[config.mk]
export PLATFORM = sky130hd
export DESIGN_NAME = sil_cell
export DESIGN_NICKNAME = d
export VERILOG_FILES = /design/src/sv/assert_macros.svh /design/src/sv/sil_pkg.sv /design/src/sv/sil_cell.sv
export SDC_FILE = /design/constraint.sdc
export NUM_CORES = 1
export LEC_CHECK = 0
export ABC_AREA = 1
export ABC_CLOCK_PERIOD_IN_PS = 6900
export BUFFER_PORTS_ARGS = -buffer_cell sky130_fd_sc_hd__buf_2
export CAP_MARGIN = 20
export CORE_MARGIN = 4
export CORE_UTILIZATION = 30
export CTS_BUF_LIST = sky130_fd_sc_hd__clkbuf_4 sky130_fd_sc_hd__clkbuf_8
export CTS_CLUSTER_SIZE = 10
export DETAILED_ROUTE_END_ITERATION = 7
export PLACE_DENSITY = 0.63
export SYNTH_ARGS = -nofsm -noshare
export SYNTH_HDL_FRONTEND = slang
export SYNTH_SLANG_ARGS = --single-unit
[constraint.sdc]
create_clock -name clk -period 6.9 [get_ports clk]
set_input_delay 0.345 -clock clk [delete_from_list [all_inputs] [get_ports clk]]
set_output_delay 0.345 -clock clk [all_outputs]
set_load 0.05 [all_outputs]
[src/sv/assert_macros.svh]
// Assertion helpers used by the RTL in sorted_intercept_list.
`ifndef ASSERT_MACROS_SVH
`define ASSERT_MACROS_SVH

// A property that must hold at every clock edge outside reset.
`define ASSERT_ALWAYS(label, clk, rst, prop, msg) \
  label: assert property (@(posedge clk) disable iff (rst) (prop)) else $error(msg);

// A consequent that must follow its antecedent in the next cycle.
`define ASSERT_NEXT(label, clk, rst, ante, cons, msg) \
  label: assert property (@(posedge clk) disable iff (rst) (ante) |=> (cons)) \
    else $error(msg);

`endif

[src/sv/sil_pkg.sv]
// ----------------------------------------------------------------------------
// sil_pkg
// Types and constants shared by the sorted intercept list.
// ----------------------------------------------------------------------------
package sil_pkg;

  localparam int KIND_W   = 2;
  localparam int STATUS_W = 2;
  localparam int IN_DIST_W = 18;
  localparam int DIST_W   = 17;
  localparam int TAG_W    = 32;

  localparam logic [DIST_W-1:0] DIST_ONE = 17'h10000;

  localparam logic [KIND_W-1:0] KIND_ADD      = 2'd0;
  localparam logic [KIND_W-1:0] KIND_CLEAR    = 2'd1;
  localparam logic [KIND_W-1:0] KIND_TRAVERSE = 2'd2;

  localparam logic [STATUS_W-1:0] STATUS_OK    = 2'd0;
  localparam logic [STATUS_W-1:0] STATUS_RANGE = 2'd1;
  localparam logic [STATUS_W-1:0] STATUS_FULL  = 2'd2;
  localparam logic [STATUS_W-1:0] STATUS_NONE  = 2'd3;

  typedef logic [KIND_W-1:0]    kind_t;
  typedef logic [STATUS_W-1:0]  status_t;
  typedef logic [IN_DIST_W-1:0] in_dist_t;
  typedef logic [DIST_W-1:0]    dist_t;
  typedef logic [TAG_W-1:0]     tag_t;

  typedef enum logic [1:0] {
    CELL_HOLD,
    CELL_INSERT,
    CELL_ROTATE
  } cell_op_t;

  typedef struct packed {
    cell_op_t op;
    dist_t    new_dist;
    logic     new_type;
  } cell_ctrl_t;

endpackage

[src/sv/sil_cell.sv]
// ----------------------------------------------------------------------------
// sil_cell
// One slot of the sorted list: keeps its entry, takes the new entry or its
// left neighbor on insertion, and takes its right neighbor (or the head at
// the end of the occupied run) on rotation.
// ----------------------------------------------------------------------------
module sil_cell #(
  parameter int IDX = 0,
  parameter int CNT_W = 6,
  parameter int STORE_W = 32
) (
  input  logic                   clk,
  input  sil_pkg::cell_ctrl_t    ctrl,
  input  logic [CNT_W-1:0]       count,
  input  logic [STORE_W-1:0]     new_tag,
  input  logic                   prev_keep,
  input  sil_pkg::dist_t         prev_dist,
  input  logic                   prev_type,
  input  logic [STORE_W-1:0]     prev_tag,
  input  sil_pkg::dist_t         next_dist,
  input  logic                   next_type,
  input  logic [STORE_W-1:0]     next_tag,
  input  sil_pkg::dist_t         head_dist,
  input  logic                   head_type,
  input  logic [STORE_W-1:0]     head_tag,
  output logic                   keep,
  output sil_pkg::dist_t         held_dist,
  output logic                   typ,
  output logic [STORE_W-1:0]     tag
);
  import sil_pkg::*;

  logic occupied;
  logic wrap;

  assign occupied = CNT_W'(IDX) < count;
  assign wrap     = CNT_W'(IDX + 1) == count;
  assign keep     = occupied && (held_dist <= ctrl.new_dist);

  always_ff @(posedge clk) begin
    case (ctrl.op)
      CELL_INSERT: begin
        if (!keep) begin
          if (prev_keep) begin
            held_dist <= ctrl.new_dist;
            typ       <= ctrl.new_type;
            tag       <= new_tag;
          end else begin
            held_dist <= prev_dist;
            typ       <= prev_type;
            tag       <= prev_tag;
          end
        end
      end
      CELL_ROTATE: begin
        if (wrap) begin
          held_dist <= head_dist;
          typ       <= head_type;
          tag       <= head_tag;
        end else begin
          held_dist <= next_dist;
          typ       <= next_type;
          tag       <= next_tag;
        end
      end
      default: begin
      end
    endcase
  end

endmodule

==> results of run 1 <==
[worst register-to-register path, cell delays in order (launching register included)]
cell and delay (ns):
edfxtp_1 0.41, ha_1 0.31, nand2_1 0.06, nor2_1 0.18, nand3_1 0.10, nor2_1 0.10
nor2_1 0.05, nand2_1 0.05, nand2_1 0.05, nand2_1 0.08, nand2_1 0.07, nand2_2 0.42
buf_4 0.44
[final timing paths]
kind                   to  slack, ns
max reg2reg  held_dist[6]       4.24
min          held_dist[5]       0.39
min reg2reg        tag[3]       1.62
max          held_dist[6]       4.24
[kinds of logic after synthesis]
kind of cell / Yosys count
and+or+nand+nor: 148
adders and majority gates: 17
DFF: 50
buffers and inverters: 63
AOI/OAI and AO/OA: 156
[cell usage after synthesis (all sizes together)]
cell type | instances | share of area, %
o21ai | 100 | 15
ha | 17 | 6.3
edfxtp | 50 | 44
clkbuf | 20 | 2.2
nand2 | 32 | 3.6
a21oi | 4 | 0.59
inv | 32 | 3.6
a21o | 2 | 0.44
nand3 | 2 | 0.30
nor2 | 112 | 12
o22ai | 50 | 9.2
buf | 11 | 1.6
nor3 | 2 | 0.63
[routing by layer]
layer	up-vias	part of all wire, %	global-route usage, %
li1	1998	-	-
met1	1858	37	19.5
met2	223	51	32.8
met3	27	9.7	4.39
met4	0	2.4	6.89
met5	-	0	0
[registers in the layout (all words and copies together) (netlist names)]
name       cells
held_dist     17
tag           32
typ            1
[power breakdown]
group          switching (mW)  internal [mW]  total (mW)  leakage [nW]
Combinational           0.189         0.0954       0.285          1.85
Clock                  0.0905          0.105       0.195        0.0517
Sequential            0.00779          0.369       0.377         0.476
[through the flow]
| stage | hold WS (ns) | worst slack [ns] | total power [mW] | cells |
|---|---|---|---|---|
| 2_1_floorplan | 0.594 | 3.82 | 0.560 | 434 |
| 3_3_place_gp | 0.685 | 4.22 | 0.665 | 808 |
| 3_5_place_dp | 0.700 | 4.11 | 0.671 | 808 |
| 4_1_cts | 0.381 | 4.17 | 0.869 | 815 |
| 5_1_grt | 0.383 | 3.91 | 0.907 | 815 |
| 6_report | 0.393 | 4.24 | 0.857 | 815 |
[area by class of cell]
| class | instances | share of cell area, % |
|---|---|---|
| Clock buffer | 5 | 1.41 |
| Sequential cell | 50 | 30.8 |
| Timing Repair Buffer | 265 | 27.5 |
| Tap cell | 140 | 3.59 |
| Clock inverter | 2 | 0.693 |
| Inverter | 32 | 2.46 |
| Multi-Input combinational cell | 321 | 33.6 |
==> summary.md, run 1 <==
| Metric | Value |
|---|---|
| Status | finished clean |
| Hold_sp | head_dist[5] |
| Die area | around 13,000 µm² |
| Starting Density | approximately 31% |
| Clock sinks | 50 |
| Clk buf depth | 2 |
| Final Setup Violations | 0 |
| Post-synthesis compound-gate area fraction | between 20% and 30% |
| CP most frequent cell | nand2_1 |
| First-pass GRT wire length | about 19,000 µm |
| # hold bufs at CTS | 0 |
| I/O pin cnt | 261 |
| CTS tree | yes |
| Crit-path max FO | 27 |
| Number of diodes | 0 |
| RSZ-0062 raised after global routing | no |
| Dpl hpwl | 9330 µm |
| Reg2Reg Depth | 12 |
| CP top delay family | simple AND/OR/NAND/NOR gates |
| Storage cell area | ~1500 µm² |
| WHS Path Cells | 3 |
| Buffer and inverter count on the worst path | 1 |
| Max-cap violations | 0 |
| Adder-Cell Fraction of Synth Area | under 10% |
| Main combinational cell family by area after synthesis | compound AO/OA/AOI/OAI gates |
| Fin crit share | 38.6% |
| Area grow syn2layout | 44.1% |
| Least-Margin Pin Slew | 0.938 ns |
| Final core utilization | ~45% |
| Max-slew violation count | 0 |
| WS Path Type | reg2reg |
| Nets@finish | around 900 |
| Post-synthesis instance area | between 3000 and 4000 µm² |
| Final TNS setup | 0 ns |
| WP data arrival | 2.63 ns |
| Post-cts gate resize count | 0 |
| # rows | 38 |
| Avg Cell Area, Syn | around 8 µm² |
| Synth Area in XOR/XNOR | 0% |
| Unique masters post-synth | 16 |
| Root Buffer | clkbuf_8 |
| Post-synthesis mux area share | 0% |
| Ys Warns | 0 |
| CP Launch Type | flip-flop |
| Core Region | around 11,000 µm² |
| Placement Cell Area | ~4800 µm² |
| CP Cell Sequence | ha_1 -> nand2_1 -> nor2_1 -> nand3_1 -> nor2_1 -> nor2_1 -> nand2_1 -> nand2_1 -> nand2_1 -> nand2_1 -> nand2_2 -> buf_4 |
| WP data required | 6.86 ns |
| Post CTS Setup Buffer Count | 0 |
| Levels on crit path | 12 |
| Total CTS buffers | 5 |
| Post-synthesis simple-gate area fraction | between 10% and 20% |
| CTS H-Tree Depth | 2 |
| Vias per cell | 5.04 |
| Post-detailed-route wirelength per cell | ~15 µm |
| Cell area after layout | ~5000 µm² |
| Worst-Skew Late Latency | 0.29 ns |
| Initial antenna violation count | 0 |
| Routed WL | 12,400 µm |
| Worst setup EP type | flip-flop |
| Initial DRC count | about 210 |
| Share of cells above drive strength 1 | 40.7% |
| Drt first pass iters | 5 |
| Sequential fraction of the synthesis area | around 44% |
| Total global-route track usage | 17.8% |
| Die height | 114 µm |
| VDD IR-drop max | about 77 µV |
| Slowest cell on the critical path | buf_4 |
| Via count | slightly above 4,000 |
| Fmax | around 380 MHz |
| Most frequent cells in the layout | buf_2 (260), nor2_1 (112), o21ai_0 (100), o22ai_1 (50), edfxtp_1 (50) |
| Min-Delay Path Class | in2reg |
| Filler instances | 1,122 |
| Max incr delay on CP | 0.43 ns |
| Commonest non-fill, non-tap cell in the layout | buf_2 |
| Mapped Cells | 434 |
| Worst Setup SP | held_dist[8] |
| Syn_nets | 661 |
| PD cells | approximately 180 nW/µm² |
| Period minus WS final | around 2.7 ns |
| # port buffers | 260 |
| RePlAce Congestion | roughly 0.83 |
| Synthesized flop and latch total | 50 |
| P_leak | around 2.4 nW |
| Final Hold Vio Count | 0 |
| Number of remaining DRC errors | 0 |
| Worst R2R Start | held_dist[8] |
| Vias in the first global route | ~4,100 |
| Die X-Extent | 114 µm |
| Slew margin rel. | 37.3% |
| Skew final | ~0.0091 ns |
| Detail Route Antenna Nets | 0 |
| Largest net degree at the start of global routing | between 50 and 60 |
| GRT overflow | 0 |
| Area of the multi-input gates | roughly 1600 µm² |
| Clock transition at path regs | 0.09 ns |
(Power assumes the default switching activity.)
==> inputs of run 2 (changes only) <==
--- a/config.mk
+++ b/config.mk
@@ -5,8 +5,8 @@
 export SDC_FILE = /design/constraint.sdc
 export NUM_CORES = 1
 export LEC_CHECK = 0
-export ABC_AREA = 1
-export ABC_CLOCK_PERIOD_IN_PS = 6900
+export ABC_AREA = 0
+export ABC_CLOCK_PERIOD_IN_PS = 2200
 export BUFFER_PORTS_ARGS = -buffer_cell sky130_fd_sc_hd__buf_2
 export CAP_MARGIN = 20
 export CORE_MARGIN = 4
@@ -14,7 +14,7 @@
 export CTS_BUF_LIST = sky130_fd_sc_hd__clkbuf_4 sky130_fd_sc_hd__clkbuf_8
 export CTS_CLUSTER_SIZE = 10
 export DETAILED_ROUTE_END_ITERATION = 7
-export PLACE_DENSITY = 0.63
+export PLACE_DENSITY = 0.65
 export SYNTH_ARGS = -nofsm -noshare
 export SYNTH_HDL_FRONTEND = slang
 export SYNTH_SLANG_ARGS = --single-unit
==> constraint.sdc (replaced) <==
create_clock -name clk -period 2.2 [get_ports clk]
set_input_delay 0.11 -clock clk [delete_from_list [all_inputs] [get_ports clk]]
set_output_delay 0.11 -clock clk [all_outputs]
set_load 0.05 [all_outputs]
==> summary.md, run 2 <==
| Metric | Value |
|---|---|
| Area grow syn2layout | 48.2% |
| Biggest register | tag |
| Post-synthesis instance area | between 3000 and 4000 µm² |
| Die height | around 120 µm |
| Max-slew violation count | 0 |
| Share of cells above drive strength 1 | between 50% and 60% |
| Number of diodes | 0 |
| Routed WL | 10,600 µm |
| Worst-Skew Late Latency | 0.29 ns |
| Top post-synthesis cells by count | nand2_1 (55), o21ai_0 (52), edfxtp_1 (50), mux2_2 (50), mux2i_1 (50) |
| Syn_nets | about 570 |
| Final Setup Violations | 51 |
| Initial DRC count | between 70 and 80 |
| Post-detailed-route wirelength per cell | approximately 14 µm |
| RSZ-0062 raised after global routing | yes |
| Top FF cell, synth | edfxtp_1 |
| DP Worst Slack | -0.429 ns |
| RePlAce Congestion | a little under 0.8 |
| PD cells | between 500 and 600 nW/µm² |
| Min-Delay Path Class | in2reg |
| Commonest non-fill, non-tap cell in the layout | buf_2 |
| CP Launch Type | flip-flop |
| I/O pin cnt | roughly 260 |
| WS Path Type | reg2reg |
| First-pass GRT wire length | approximately 15,000 µm |
| CTS tree | yes |
| Area contributors post-synth | edfxtp_1 (42%), mux2_2 (16%), mux2i_1 (14%) |
| Synth Area in XOR/XNOR | 0% |
| Unique masters post-synth | 23 |
| Die area | about 14,000 µm² |
| Cell area after layout | between 5000 and 6000 µm² |
| Clock transition at path regs | about 0.090 ns |
| Yosys top cell area share | 42.2% |
| Max-cap violations | 0 |
| Clk buf depth | 2 |
| Detail Route Antenna Nets | 0 |
| Mapped Cells | ~340 |
| Via count | roughly 3,500 |
| Dpl hpwl | a little under 9000 µm |
| Least-Margin Pin Slew | between 0.4 and 0.5 ns |
| Total global-route track usage | between 10% and 20% |
| Status | finished, violations left |
| Number of synthesized flops with an enable pin | 50 |
| Initial antenna violation count | 0 |
| Area leader, netlist | edfxtp_1 |
| Post-synthesis compound-gate area fraction | under 10% |
| Ys Warns | 0 |
| Placement Cell Area | between 5000 and 6000 µm² |
| Fmax | 387 MHz |
| Skew final | 0.00669 ns |
| Largest net degree at the start of global routing | 51 |
| Drt first pass iters | 4 |
| Fin crit share | 117% |
| Nets@finish | around 800 |
| Core Region | ~12,000 µm² |
| Die X-Extent | around 120 µm |
| Final core utilization | between 40% and 50% |
| CP Cell Sequence | ha_4 -> nand4_1 -> or4_4 -> or4b_4 -> a41o_4 -> buf_12 |
| Most common cell in the synthesized netlist | nand2_1 |
| Vias in the first global route | ~3,400 |
| Post-synthesis simple-gate area fraction | between 7 and 8% |
| P_leak | between 2 and 3 nW |
| Crit-path max FO | 25 |
| WP data arrival | between 2 and 3 ns |
| Slew margin rel. | 71.4% |
| Worst setup EP type | flip-flop |
| Final Hold Vio Count | 0 |
| WP data required | between 2 and 2.5 ns |
| Number of remaining DRC errors | 0 |
| Clock sinks | 50 |
| Most frequent cells in the layout | buf_2 (259), nand2_1 (54), o21ai_0 (52) |
| # rows | 39 |
| VDD IR-drop max | 329 µV |
| Period minus WS final | ~2.6 ns |
| Root Buffer | clkbuf_8 |
| Starting Density | 30.9% |
| Synthesized flop and latch total | 50 |
| Avg Cell Area, Syn | between 10 and 15 µm² |
| Total CTS buffers | 5 |
| Vias per cell | about 4.7 |
| Max incr delay on CP | around 0.54 ns |
| Main combinational cell family by area after synthesis | multiplexers |
| Post-synthesis mux area share | between 20% and 30% |
| # port buffers | 260 |
| Asr flop ratio synth | 0% |
| GRT overflow | 0 |
| CTS H-Tree Depth | 2 |
| Adder-Cell Fraction of Synth Area | under 10% |
| Final hold slack | approximately 0.18 ns |
| Final setup margin | -0.381 ns |
| Largest registers | tag: 32 flops, held_dist: 17 flops, typ: 1 flops |
| Max reg flops | 32 |
| Failing checks | negative setup slack |
| Sequential fraction of the synthesis area | between 40% and 50% |
| Slowest cell on the critical path | or4_4 |
## run 2: cell types whose count changed in the layout (fill, tap and decap cells not counted), sizes merged, moves of 23 or more
cell,delta
nor2,-111
mux2,+50
o22ai,-49
mux2i,+50
o21ai,-48
nand2,+23
## run 2: routing by layer
layer | vias up | routed length, µm | track usage [%]
met5 | - | 0 | 0
met3 | 12 | 781 | 2.62
met1 | 1556 | 3950 | 15.6
li1 | 1749 | - | -
met4 | 0 | 156 | 3.59
met2 | 141 | 5720 | 26.8
## run 2: repair_timing
| item | 4_1_cts | 5_1_grt |
|---|---|---|
| endpoints found under the setup margin | 51 | 51 |
| hold buffers | 0 | 0 |
| buffers inserted | 1 | 0 |
| pin swaps | 2 | 0 |
| gates resized for setup | 5 | 1 |
## run 2: path summary, 6_finish.rpt
check / slack [ns] / endpoint / from / depth (start not counted)
setup / recovery: -0.38 / tag[25] / held_dist[11] / 6
hold / removal: 0.18 / tag[7] / head_tag[7] / 3
setup reg to reg: -0.38 / tag[25] / held_dist[11] / 6
hold reg to reg: 1.26 / held_dist[5] / held_dist[16] / 5
## run 2: cells by family after synthesis
| group | count (synthesis) |
|---|---|
| mux | 100 |
| compound gates | 65 |
| flops | 50 |
| simple gates | 65 |
| buf+inv | 42 |
| fa+ha+maj | 17 |
## run 2: metrics by stage
| stage | cells | power, mW | setup TNS, ns |
|---|---|---|---|
| 6_report | 740 | 2.79 | -19.04 |
| 5_1_grt | 740 | 2.95 | -21.55 |
| 4_1_cts | 740 | 2.83 | -19.33 |
| 3_5_place_dp | 731 | 2.16 | -21.44 |
| 3_3_place_gp | 731 | 2.14 | -18.97 |
| 2_1_floorplan | 339 | 1.79 | -32.44 |
## run 2: where the power goes
group	internal [mW]	leakage, nW	switching [mW]	total (mW)
registers	1.16	0.479	0.0265	1.18
clock network	0.365	0.0593	0.281	0.646
logic	0.386	2.33	0.573	0.958
## run 2: layout make-up
class | instances | area (µm²)
clock buffer | 7 | 83.8
clock inverter | 1 | 30.0
fill | 1101 | 6250
inverter | 19 | 71.3
multi-input combinational | 247 | 1940
sequential | 50 | 1500
tap | 143 | 179
timing repair buffer | 273 | 1460
## run 2: critical path: cells and delay by family, from the launching register on
family | cells | cell delay (ns)
AOI/OAI and AO/OA | 1 | 0.25
adders and majority gates | 1 | 0.29
buffers and inverters | 1 | 0.17
DFF | 1 | 0.44
and+or+nand+nor | 3 | 1.18
==> inputs of run 3 (changes only) <==
--- a/config.mk
+++ b/config.mk
@@ -5,8 +5,7 @@
 export SDC_FILE = /design/constraint.sdc
 export NUM_CORES = 1
 export LEC_CHECK = 0
-export ABC_AREA = 0
-export ABC_CLOCK_PERIOD_IN_PS = 2200
+export ABC_CLOCK_PERIOD_IN_PS = 2940
 export BUFFER_PORTS_ARGS = -buffer_cell sky130_fd_sc_hd__buf_2
 export CAP_MARGIN = 20
 export CORE_MARGIN = 4
@@ -14,7 +13,7 @@
 export CTS_BUF_LIST = sky130_fd_sc_hd__clkbuf_4 sky130_fd_sc_hd__clkbuf_8
 export CTS_CLUSTER_SIZE = 10
 export DETAILED_ROUTE_END_ITERATION = 7
-export PLACE_DENSITY = 0.65
+export PLACE_DENSITY = 0.62
 export SYNTH_ARGS = -nofsm -noshare
 export SYNTH_HDL_FRONTEND = slang
 export SYNTH_SLANG_ARGS = --single-unit
==> constraint.sdc (replaced) <==
create_clock -name clk -period 2.94 [get_ports clk]
set_input_delay 0.147 -clock clk [delete_from_list [all_inputs] [get_ports clk]]
set_output_delay 0.147 -clock clk [all_outputs]
set_load 0.05 [all_outputs]
==> summary.md, run 3 (synthesized netlist as in run 2, its figures left out) <==
| Metric | Value |
|---|---|
| CTS tree | yes |
| Worst R2R Start | held_dist[16] |
| Filler instances | around 1,100 |
| CP Launch Type | flip-flop |
| Commonest non-fill, non-tap cell in the layout | buf_2 |
| Status | finished clean |
| First-pass GRT wire length | between 15,000 and 20,000 µm |
| Share of cells above drive strength 1 | ~55% |
| Max incr delay on CP | around 0.58 ns |
| Drt first pass iters | 5 |
| Reg2Reg Depth | 5 |
| Largest registers | tag: 32 flops, held_dist: 17 flops, typ: 1 flops |
| Die area | about 14,000 µm² |
| Vias in the first global route | ~3,500 |
| P_leak | approximately 2.8 nW |
| WHS Path Cells | 3 |
| Crit-path max FO | 50 |
| RePlAce Congestion | 0.749 |
| Die height | approximately 120 µm |
| Root Buffer | clkbuf_8 |
| Hold_sp | head_tag[15] |
| R2R Path End | tag[19] |
| Initial antenna violation count | 0 |
| Total power | about 2 mW |
| Nets@finish | 814 |
| Number of remaining DRC errors | 0 |
| Least-Margin Pin Slew | 0.853 ns |
| Vias per cell | 4.61 |
| Detail Route Antenna Nets | 0 |
| VDD IR-drop max | between 150 and 200 µV |
| Biggest register | tag |
| Final Hold Vio Count | 0 |
| Placed cell count | between 700 and 800 |
| Initial DRC count | 76 |
| Largest net degree at the start of global routing | 52 |
| CP Cell Sequence | ha_1 -> nand4_1 -> or4_1 -> or4b_1 -> a41o_4 |
| I/O pin cnt | between 200 and 300 |
| WP data arrival | ~2.7 ns |
| Slowest cell on the critical path | or4_1 |
| Total CTS buffers | 5 |
| PD cells | slightly below 400 nW/µm² |
| # port buffers | 260 |
| Dpl hpwl | around 8600 µm |
| Fmax | between 300 and 400 MHz |
| Starting Density | about 31% |
| Most frequent cells in the layout | buf_2 (260), nand2_1 (55), o21ai_0 (52) |
| Clock transition at path regs | approximately 0.090 ns |
| Final TNS setup | 0 ns |
| Max reg flops | 32 |
| Final setup margin | 0.168 ns |
| Fin crit share | between 90% and 100% |
| Period minus WS final | between 2 and 3 ns |
| Total global-route track usage | 14.5% |
| RSZ-0062 raised after global routing | no |
| CTS H-Tree Depth | 2 |
| GRT overflow | 0 |
| # rows | 39 |
| Clk buf depth | 2 |
| DP Worst Slack | approximately 0.17 ns |
| Max-cap violations | 0 |
| Clock sinks | 50 |
| Routed WL | 10,600 µm |
| Reg-to-reg setup timing slack | ~0.17 ns |
| Max-slew violation count | 0 |
| Min-Delay Path Class | in2reg |
| Number of diodes | 0 |
| Die X-Extent | ~120 µm |
| Core Region | approximately 12,000 µm² |
| WS Path Type | reg2reg |
| WP data required | around 2.9 ns |
| Final Setup Violations | 0 |
| Area grow syn2layout | 43.3% |
| Post-detailed-route wirelength per cell | approximately 15 µm |
| Via count | 3,367 |
| End of the worst hold path | tag[15] |
| Worst-Skew Late Latency | around 0.29 ns |
| Skew final | approximately 0.011 ns |
| Slew margin rel. | roughly 43% |
| Non-Filler Instances | 730 |
| Cell area after layout | around 5100 µm² |
| Placement Cell Area | around 5000 µm² |
| Worst setup EP type | flip-flop |
## run 3: cell count changes in the layout (fill, tap and decap cells not counted), sizes merged
cell / change
bufinv: -1
buf: -9
## run 3: routing by layer
layer	track usage, %	part of all wire, %	wire, µm	vias to the layer above
li1	-	-	-	1728
met1	16.7	39	4090	1488
met2	27.5	53	5580	143
met3	2.62	7.6	803	8
met4	3.59	1.2	125	0
met5	0	0	0	-
## run 3: timing repair
| item | 4_1_cts | 5_1_grt |
|---|---|---|
| hold buffers | 0 | 0 |
| buffers inserted | 0 | 0 |
| gates resized for setup | 0 | 1 |
| endpoints found under the setup margin | 0 | 50 |
## run 3: final cells by class
type / count / area, µm² / share of cell area, %
multi-input cells: 247 / 1920 / 37.6
flip-flops and latches: 50 / 1500 / 29.5
repair buffers: 264 / 1340 / 26.4
well taps: 143 / 179 / 3.51
clock buffers: 7 / 83.8 / 1.65
inverters: 19 / 71.3 / 1.40
## run 3: worst max-delay path by stage
stage	from	endpoint	slack (ns)	cells past startpoint
detailed placement	held_dist[12]	tag[8]	0.17	5
finish	held_dist[16]	tag[19]	0.17	5
floorplan	held_dist[12]	held_dist[0]	0.04	5
CTS	held_dist[12]	tag[13]	0.13	5
global route	held_dist[12]	tag[24]	0.02	5
global placement	held_dist[12]	tag[20]	0.20	5
## run 3: worst max-delay path: cells and delay by family (launching register included)
family	cells	cell delay (ns)
AOI/OAI and AO/OA	1	0.45
and+or+nand+nor	3	1.24
DFF	1	0.40
adders and majority gates	1	0.33
## run 3: power breakdown
group	switching, mW	total, mW	internal, mW
Sequential	0.0181	0.884	0.866
Combinational	0.423	0.686	0.263
Clock	0.207	0.390	0.183
## run 3: metrics by stage
step	utilization [%]	hold slack [ns]
detailed placement	43.5	0.519
finish	44.2	0.214
global route	44.2	0.215
CTS	44.2	0.198
floorplan	-	0.412
global placement	43.5	0.519
